==> src/hdl/guided_robot_mode_and_steering_top_defines.svh <==
// assertion macros shared by the guided robot mode and steering rtl
// no dependencies; included by the files that carry assertions
`ifndef GUIDED_ROBOT_MODE_AND_STEERING_TOP_DEFINES_SVH
`define GUIDED_ROBOT_MODE_AND_STEERING_TOP_DEFINES_SVH

// same-cycle implication, checked outside reset
`define GRMS_ASSERT_NOW(label, clk, rst, ante, cons, msg) \
   label: assert property (@(posedge clk) disable iff (rst) (ante) |-> (cons)) else $error(msg);

// next-cycle implication, checked outside reset
`define GRMS_ASSERT_NEXT(label, clk, rst, ante, cons, msg) \
   label: assert property (@(posedge clk) disable iff (rst) (ante) |=> (cons)) else $error(msg);

`endif

==> src/hdl/grms_pkg.sv <==
// shared types, codes and reset constants for the mode and steering controller
// no dependencies
`timescale 1ns / 1ps

package grms_pkg;

   // operating modes
   localparam logic [1:0] MODE_FOLLOW = 2'd0;
   localparam logic [1:0] MODE_DWELL1 = 2'd1;
   localparam logic [1:0] MODE_DWELL2 = 2'd2;
   localparam logic [1:0] MODE_WAIT   = 2'd3;

   // request kinds
   localparam logic FUNC_TICK = 1'b0;
   localparam logic FUNC_STOP = 1'b1;

   // configuration register indexes
   localparam int unsigned CSR_INDEX_W = 3;
   localparam logic [CSR_INDEX_W-1:0] CSR_FIRST_DWELL  = 3'd0;
   localparam logic [CSR_INDEX_W-1:0] CSR_SECOND_DWELL = 3'd1;
   localparam logic [CSR_INDEX_W-1:0] CSR_FAST_DUTY    = 3'd2;
   localparam logic [CSR_INDEX_W-1:0] CSR_SLOW_DUTY    = 3'd3;
   localparam logic [CSR_INDEX_W-1:0] CSR_PIVOT_DUTY   = 3'd4;

   localparam int unsigned CSR_DATA_W = 16;

   // reset values
   localparam logic [15:0] DWELL_RESET = 16'd100;
   localparam logic [6:0]  FAST_RESET  = 7'd80;
   localparam logic [6:0]  SLOW_RESET  = 7'd60;
   localparam logic [6:0]  PIVOT_RESET = 7'd70;
   localparam logic [6:0]  RIGHT_RESET = 7'd70;
   localparam logic [6:0]  LEFT_RESET  = 7'd80;
   localparam logic [6:0]  DUTY_OFF    = 7'd0;

   typedef struct packed {
      logic func;
      logic station_button;
      logic resume_button;
      logic phase_front;
      logic phase_back;
      logic continue_button;
   } req_type;

   typedef struct packed {
      logic [15:0] first_dwell_ticks;
      logic [15:0] second_dwell_ticks;
      logic [6:0]  fast_duty;
      logic [6:0]  slow_duty;
      logic [6:0]  pivot_duty;
   } cfg_type;

   typedef struct packed {
      logic [6:0] right_duty;
      logic [6:0] left_duty;
      logic [1:0] mode;
      logic       stopped;
   } rsp_type;

   // a zero dwell setting behaves as one tick
   function automatic logic [15:0] dwell_reload(input logic [15:0] ticks);
      return (ticks == 16'd0) ? 16'd1 : ticks;
   endfunction

endpackage

==> src/hdl/grms_ctrl.sv <==
// mode, dwell counters, stop latch and held duties; one update per request
// depends on grms_pkg
`timescale 1ns / 1ps

module grms_ctrl (
   input  logic              clock,
   input  logic              reset,
   input  logic              step,
   input  grms_pkg::req_type req,
   input  grms_pkg::cfg_type cfg,
   output grms_pkg::rsp_type nxt
);
   import grms_pkg::*;

   logic [1:0]  mode_ff,   mode_in;
   logic [15:0] first_ff,  first_in;
   logic [15:0] second_ff, second_in;
   logic        stop_ff,   stop_in;
   logic [6:0]  right_ff,  right_in;
   logic [6:0]  left_ff,   left_in;

   always_comb begin
      mode_in   = mode_ff;
      first_in  = first_ff;
      second_in = second_ff;
      stop_in   = stop_ff;
      right_in  = right_ff;
      left_in   = left_ff;

      if (req.func == FUNC_STOP) begin
         stop_in  = 1'b1;
         right_in = DUTY_OFF;
         left_in  = DUTY_OFF;
      end else begin
         if (req.station_button) begin
            mode_in = MODE_DWELL1;
         end
         // enables come from the mode held before this tick
         if (mode_ff == MODE_DWELL1) begin
            first_in = first_ff - 16'd1;
         end
         if (first_in == 16'd0) begin
            first_in = dwell_reload(cfg.first_dwell_ticks);
            mode_in  = MODE_DWELL2;
         end
         if (mode_ff == MODE_DWELL2) begin
            second_in = second_ff - 16'd1;
         end
         if (second_in == 16'd0) begin
            second_in = dwell_reload(cfg.second_dwell_ticks);
            mode_in   = MODE_WAIT;
         end
         if ((mode_ff == MODE_WAIT) && req.resume_button) begin
            mode_in = MODE_FOLLOW;
         end
         if (mode_in == MODE_FOLLOW) begin
            if (req.continue_button) begin
               stop_in = 1'b0;
            end
            if (!stop_in) begin
               if (req.phase_front && !req.phase_back) begin
                  right_in = cfg.fast_duty;
                  left_in  = cfg.slow_duty;
               end else if (!req.phase_front && req.phase_back) begin
                  right_in = cfg.slow_duty;
                  left_in  = cfg.fast_duty;
               end
            end
         end
      end

      // mode override on the motors
      case (mode_in)
         MODE_DWELL1: begin
            right_in = cfg.pivot_duty;
            left_in  = DUTY_OFF;
         end
         MODE_DWELL2: begin
            right_in = DUTY_OFF;
            left_in  = cfg.pivot_duty;
         end
         MODE_WAIT: begin
            right_in = DUTY_OFF;
            left_in  = DUTY_OFF;
         end
         default: begin
         end
      endcase
   end

   always_ff @(posedge clock) begin
      if (reset) begin
         mode_ff   <= MODE_FOLLOW;
         first_ff  <= DWELL_RESET;
         second_ff <= DWELL_RESET;
         stop_ff   <= 1'b0;
         right_ff  <= RIGHT_RESET;
         left_ff   <= LEFT_RESET;
      end else if (step) begin
         mode_ff   <= mode_in;
         first_ff  <= first_in;
         second_ff <= second_in;
         stop_ff   <= stop_in;
         right_ff  <= right_in;
         left_ff   <= left_in;
      end
   end

   assign nxt.right_duty = right_in;
   assign nxt.left_duty  = left_in;
   assign nxt.mode       = mode_in;
   assign nxt.stopped    = stop_in;

endmodule

==> src/hdl/guided_robot_mode_and_steering_top.sv <==
// top level of the wire-guided robot mode and steering controller
// depends on grms_pkg, grms_ctrl and guided_robot_mode_and_steering_top_defines.svh
`timescale 1ns / 1ps

// Mode and steering controller for a wire-guided robot. Each request is either
// a periodic tick (req_func 0) carrying button and coil phase levels, or an
// emergency stop event (req_func 1), and it yields exactly one response with
// the two motor duties, the mode and the stop latch as they stand after it.
// A request is registered in the input stage on acceptance, then goes through
// the update logic and lands in the response register. One request is taken
// every cycle for as long as responses are taken; the single state update per
// request is what sets that rate. Configuration (dwell lengths, fast, slow and
// pivot duties) is written through the csr port, which is always ready; write
// it only while no request is in flight. A new dwell length is picked up at the
// next counter reload.

`include "guided_robot_mode_and_steering_top_defines.svh"

module guided_robot_mode_and_steering_top (
   input  logic                                clock,
   input  logic                                reset,
   // request channel
   input  logic                                req_valid,
   output logic                                req_stall,
   input  logic                                req_func,
   input  logic                                req_station_button,
   input  logic                                req_resume_button,
   input  logic                                req_phase_front,
   input  logic                                req_phase_back,
   input  logic                                req_continue_button,
   // response channel
   output logic                                rsp_valid,
   input  logic                                rsp_stall,
   output logic [6:0]                          rsp_right_duty,
   output logic [6:0]                          rsp_left_duty,
   output logic [1:0]                          rsp_mode,
   output logic                                rsp_stopped,
   // configuration write channel
   input  logic                                csr_valid,
   output logic                                csr_ready,
   input  logic [grms_pkg::CSR_INDEX_W-1:0]    csr_index,
   input  logic [grms_pkg::CSR_DATA_W-1:0]     csr_wdata
);
   import grms_pkg::*;

   // configuration registers
   cfg_type cfg_ff;

   // input stage
   logic    s1_valid_ff;
   req_type s1_req_ff;

   // response stage
   logic    out_valid_ff;
   rsp_type out_ff;

   rsp_type nxt;
   logic    out_free;
   logic    advance;
   logic    req_take;

   // the csr port never pushes back
   assign csr_ready = 1'b1;

   always_ff @(posedge clock) begin
      if (reset) begin
         cfg_ff.first_dwell_ticks  <= DWELL_RESET;
         cfg_ff.second_dwell_ticks <= DWELL_RESET;
         cfg_ff.fast_duty          <= FAST_RESET;
         cfg_ff.slow_duty          <= SLOW_RESET;
         cfg_ff.pivot_duty         <= PIVOT_RESET;
      end else if (csr_valid && csr_ready) begin
         case (csr_index)
            CSR_FIRST_DWELL:  cfg_ff.first_dwell_ticks  <= csr_wdata;
            CSR_SECOND_DWELL: cfg_ff.second_dwell_ticks <= csr_wdata;
            CSR_FAST_DUTY:    cfg_ff.fast_duty          <= csr_wdata[6:0];
            CSR_SLOW_DUTY:    cfg_ff.slow_duty          <= csr_wdata[6:0];
            CSR_PIVOT_DUTY:   cfg_ff.pivot_duty         <= csr_wdata[6:0];
            default: begin
               // unused indexes are ignored
            end
         endcase
      end
   end

   // response register can load when empty or being drained this cycle
   assign out_free  = !out_valid_ff || !rsp_stall;
   // the request held in the input stage moves on and updates the state
   assign advance   = s1_valid_ff && out_free;
   // input stage takes a new request when empty or emptying
   assign req_stall = s1_valid_ff && !out_free;
   assign req_take  = req_valid && !req_stall;

   always_ff @(posedge clock) begin
      if (reset) begin
         s1_valid_ff <= 1'b0;
      end else if (req_take) begin
         s1_valid_ff <= 1'b1;
      end else if (advance) begin
         s1_valid_ff <= 1'b0;
      end
   end

   always_ff @(posedge clock) begin
      if (req_take) begin
         s1_req_ff.func            <= req_func;
         s1_req_ff.station_button  <= req_station_button;
         s1_req_ff.resume_button   <= req_resume_button;
         s1_req_ff.phase_front     <= req_phase_front;
         s1_req_ff.phase_back      <= req_phase_back;
         s1_req_ff.continue_button <= req_continue_button;
      end
   end

   // state update, one request per step
   grms_ctrl u_ctrl (
      .clock (clock),
      .reset (reset),
      .step  (advance),
      .req   (s1_req_ff),
      .cfg   (cfg_ff),
      .nxt   (nxt)
   );

   always_ff @(posedge clock) begin
      if (reset) begin
         out_valid_ff <= 1'b0;
      end else if (out_free) begin
         out_valid_ff <= advance;
      end
   end

   always_ff @(posedge clock) begin
      if (advance) begin
         out_ff <= nxt;
      end
   end

   assign rsp_valid      = out_valid_ff;
   assign rsp_right_duty = out_ff.right_duty;
   assign rsp_left_duty  = out_ff.left_duty;
   assign rsp_mode       = out_ff.mode;
   assign rsp_stopped    = out_ff.stopped;

   // the input stage only pushes back while it holds a request
   `GRMS_ASSERT_NOW(a_stall_needs_item, clock, reset, req_stall, s1_valid_ff, "stall while input stage empty")
   // an accepted request always occupies the input stage next cycle
   `GRMS_ASSERT_NEXT(a_take_fills, clock, reset, req_take, s1_valid_ff, "accepted request was lost")
   // an advancing request always produces a response next cycle
   `GRMS_ASSERT_NEXT(a_advance_out, clock, reset, advance, out_valid_ff, "response missing after update")
   // first dwell pivots on the right motor only
   `GRMS_ASSERT_NOW(a_dwell1_left_off, clock, reset, out_valid_ff && (out_ff.mode == MODE_DWELL1), out_ff.left_duty == DUTY_OFF, "left motor running in first dwell")
   // wait mode stops both motors
   `GRMS_ASSERT_NOW(a_wait_stopped, clock, reset, out_valid_ff && (out_ff.mode == MODE_WAIT), (out_ff.left_duty == DUTY_OFF) && (out_ff.right_duty == DUTY_OFF), "motor running in wait mode")

endmodule

==> config.mk <==
export PLATFORM = sky130hd
export DESIGN_NAME = guided_robot_mode_and_steering_top
export DESIGN_NICKNAME = d
export VERILOG_FILES = /design/src/hdl/grms_pkg.sv /design/src/hdl/grms_ctrl.sv /design/src/hdl/guided_robot_mode_and_steering_top.sv
export VERILOG_INCLUDE_DIRS = /design/src /design/src/hdl
export SDC_FILE = /design/constraint.sdc
export NUM_CORES = 1
export LEC_CHECK = 0
export BUFFER_PORTS_ARGS = -buffer_cell sky130_fd_sc_hd__buf_4
export CORE_MARGIN = 5
export CORE_UTILIZATION = 50
export DETAILED_ROUTE_END_ITERATION = 10
export PLACE_DENSITY = 0.75
export SLEW_MARGIN = 20
export SYNTH_ARGS = -nofsm -noshare
export SYNTH_HDL_FRONTEND = slang
export SYNTH_HIERARCHICAL = 1
export SYNTH_SLANG_ARGS = --single-unit
export TNS_END_PERCENT = 100
==> constraint.sdc <==
create_clock -name clock -period 4.59 [get_ports clock]
set_clock_uncertainty 0.05 [all_clocks]
set_input_delay 0.2295 -clock clock [delete_from_list [all_inputs] [get_ports clock]]
set_output_delay 0.2295 -clock clock [all_outputs]
set_load 0.02 [all_outputs]
==> reports/summary.txt <==
worst hold path class: primary input to register
CP Class: register to register
Internal Power: 2.19 mW
unrepaired setup endpoints after global routing: no
final setup fails: 0
Clock Sinks: 127
sequential area share after synthesis: 40.5%
maximum vdd drop: 286 uV
leakage: 3.03 nW
final hold violation count: 0
startpoint types: register
clock share of power: 50.0%
FMAX: 0.249 GHz
ANT cells: 0
slew of the pin with the lowest slew margin: 0.975 ns
Skew-Pair Late Insertion Delay: 0.43 ns
vias per cell: 6.13
FILL cells: 1161
H-tree depth: 4
Post-synth top cells: 104 x dfxtp_1, 78 x nor2_1, 75 x nand2b_1
Synthesized Nets: 809
Die W: 127 um
Avg WL per Cell: 18.6 um
Crit. End Element: register
NetSw: 0.667 mW
first-pass GRT wire length: 29400 um
worst-case clock buffer depth: 2
synthesized area: 6850 um2
share of layout cells above drive strength 1: 14.2%
Reg power frac: 42.2%
First-pass DRT Iterations: 5
drt first-iter violations: 584
FP Rows: 42
Final Wtd Congestion: 0.872
Ys Warns: 6
antenna-violating nets left: 0
Synth cell types: 77
Yosys top cell area share: 30.4%
via count: 6046
period utilization: 87.4%
Initial Utilization: 51.3%
outcome: complete, no violations
initial antenna violation count: 0
Max-Cap Viols: 0
CP arrival: 4.27 ns
most common cell in the netlist: dfxtp_1
# nets final: 830
CP max FO: 34
Final Power: 2.85 mW
multi-input logic area: 3730 um2
Post-synth EDFFs: 23
#FFs+latches synth: 127
main flop type after synthesis: dfxtp_1
largest area contributor in the netlist: dfxtp_1
min Tclk post-route: 4.01 ns
hpwl dp: 12700 um
Sw Share: 23.4%
largest net degree at the start of global routing: 125
Boundary Pins: 50
port bufs: 48
combinational share of power: 7.8%
post-synthesis async set-or-reset flop share: 0%
Rel. slew slack: 34.7%
CTS Root Cell: clkbuf_16
Mapped Avg Cell Area: 8.82 um2
Die H: 127 um
CP required: 4.85 ns
die area: 16100 um2
Cells after Synth: 777
final wirelength: 18300 um
max-slew violation count: 0
GRT Overall Usage: 22.9%
area delta synth->final: 15.8%
GRT overflow: 0
P per Cell Area: 359 nW/um2
top post-synthesis cells by area: dfxtp_1 30%, edfxtp_1 10%, mux2i_1 7.9%
Core Footprint: 13300 um2
Post-Route Setup TNS: 0 ns
Clock Pin Slew Worst Setup and Hold Paths: 0.06 ns
DRC: 0
number of global-route vias before repair: 5641
Num CTS Buffers: 17
postcts setup bufs: 0
Storage cell area: 2770 um2
CTS tree: yes
==> through the flow <==
step	setup WS (ns)	instances	instance area, um2	hold slack (ns)	util, %
after floorplan	1.32	777	6850	0.278	-
after global placement	0.736	949	7240	0.358	54.3
after detailed placement	0.641	949	7240	0.361	54.3
after CTS	0.626	987	7940	0.00135	59.5
after global routing	0.424	987	7940	0.00910	59.5
final	0.578	987	7940	0.0199	59.5
==> worst max-delay path, stage by stage, from the launching register on <==
cell and delay, ns:
dfxtp_1 0.56, or4b_4 0.56, or4_1 0.66, or3_4 0.41, o22ai_4 0.18, nand3_4 0.34
a32o_1 0.53, and2_1 0.28, a221o_1 0.31
==> timing repair <==
item / 4_1_cts / 5_1_grt
hold endpoints to repair: 6 / 0
gates resized for setup: 0 / 0
hold buffers: 6 / 0
endpoints found under the setup margin: 0 / 0
==> state kept, by name, summed over array words and instances, names as in the netlist <==
| register | flops |
|---|---|
| rsp_valid | 1 |
| s1_req_ff | 6 |
| s1_valid_ff | 1 |
| rsp_stopped | 1 |
| cfg_ff | 53 |
| u_ctrl/right_ff | 7 |
| u_ctrl/left_ff | 7 |
| u_ctrl/second_ff | 16 |
| u_ctrl/stop_ff | 1 |
| rsp_left_duty | 7 |
| rsp_mode | 2 |
| rsp_right_duty | 7 |
| u_ctrl/mode_ff | 2 |
| u_ctrl/first_ff | 16 |
==> placed cells by master, fill, tap and decap left out, types with 4 or more instances in the layout <==
cell type      synthesis  final
mux2i_1               54     54
edfxtp_1              23     23
nor2_1                78     78
o21bai_1               4      4
and2_1                 8      8
or3_1                  5      5
a311oi_1               4      4
buf_4                  2     54
nand2b_1              75     75
nand2_1               29     29
a211oi_1              14     14
o31ai_1               14     14
a22o_1                 6      6
nor2b_1                6      4
nor3_1                24     24
dlygate4sd3_1          0      6
a2bb2oi_1              5      5
nor4_1                15     15
inv_1                 30     30
a41oi_1                4      4
a21oi_1               53     53
a221o_1                5      5
nand3_1                8      8
or2_2                  6      6
a32oi_1                7      7
o22ai_1                7      7
o31a_1                 5      5
a22oi_1                4      4
o32ai_1               14     14
clkbuf_16              0     19
o21ai_0               26     26
nand4_1                7      7
mux2_2                 4      4
a31oi_1                5      5
dfxtp_1              104    104
==> kinds of logic after synthesis <==
group | after synthesis | synth area share [%]
mux | 58 | 8.54
other cells | 1 | 0.0547
simple gates | 292 | 23.7
flops | 127 | 40.5
fa+ha+maj | 2 | 0.365
xor+xnor | 3 | 0.383
compound gates | 205 | 21.1
buf+inv | 89 | 5.31
==> power by group through the flow <==
stage	sequential (mW)	clock [mW]	combinational (mW)
floorplan	1.22	0	0.145
global placement	1.23	0	0.209
detailed placement	1.23	0	0.214
CTS	1.20	1.45	0.220
global route	1.21	1.50	0.243
finish	1.20	1.43	0.223
==> layout make-up <==
class | count | area share (%)
clock inverters | 11 | 1.88
flip-flops and latches | 127 | 34.9
inverters | 30 | 1.42
well taps | 176 | 2.77
repair buffers | 61 | 6.00
multi-input cells | 561 | 46.9
clock buffers | 21 | 6.08
==> path summary, 6_finish.rpt <==
kind                                   from  cells past startpoint                              to  slack [ns]
max          u_ctrl/mode_ff[1]$_SDFFE_PP0P_                      8  u_ctrl/left_ff[0]$_SDFFE_PP0P_        0.58
min                               rsp_stall                      3          rsp_valid$_SDFFE_PP0P_        0.02
max reg2reg  u_ctrl/mode_ff[1]$_SDFFE_PP0P_                      8  u_ctrl/left_ff[0]$_SDFFE_PP0P_        0.58
min reg2reg         cfg_ff[49]$_SDFFE_PP0P_                      2         cfg_ff[49]$_SDFFE_PP0P_        0.44
==> metal layers <==
| metal | vias to the layer above | global-route usage (%) | wire length [um] |
|---|---|---|---|
| met2 | 253 | 34.6 | 8220 |
| met4 | 0 | 5.80 | 181 |
| met5 | - | 0 | 0 |
| li1 | 2902 | - | - |
| met1 | 2872 | 31.8 | 8320 |
| met3 | 19 | 7.30 | 1600 |
No activity file was read; power rests on OpenSTA's default activity.
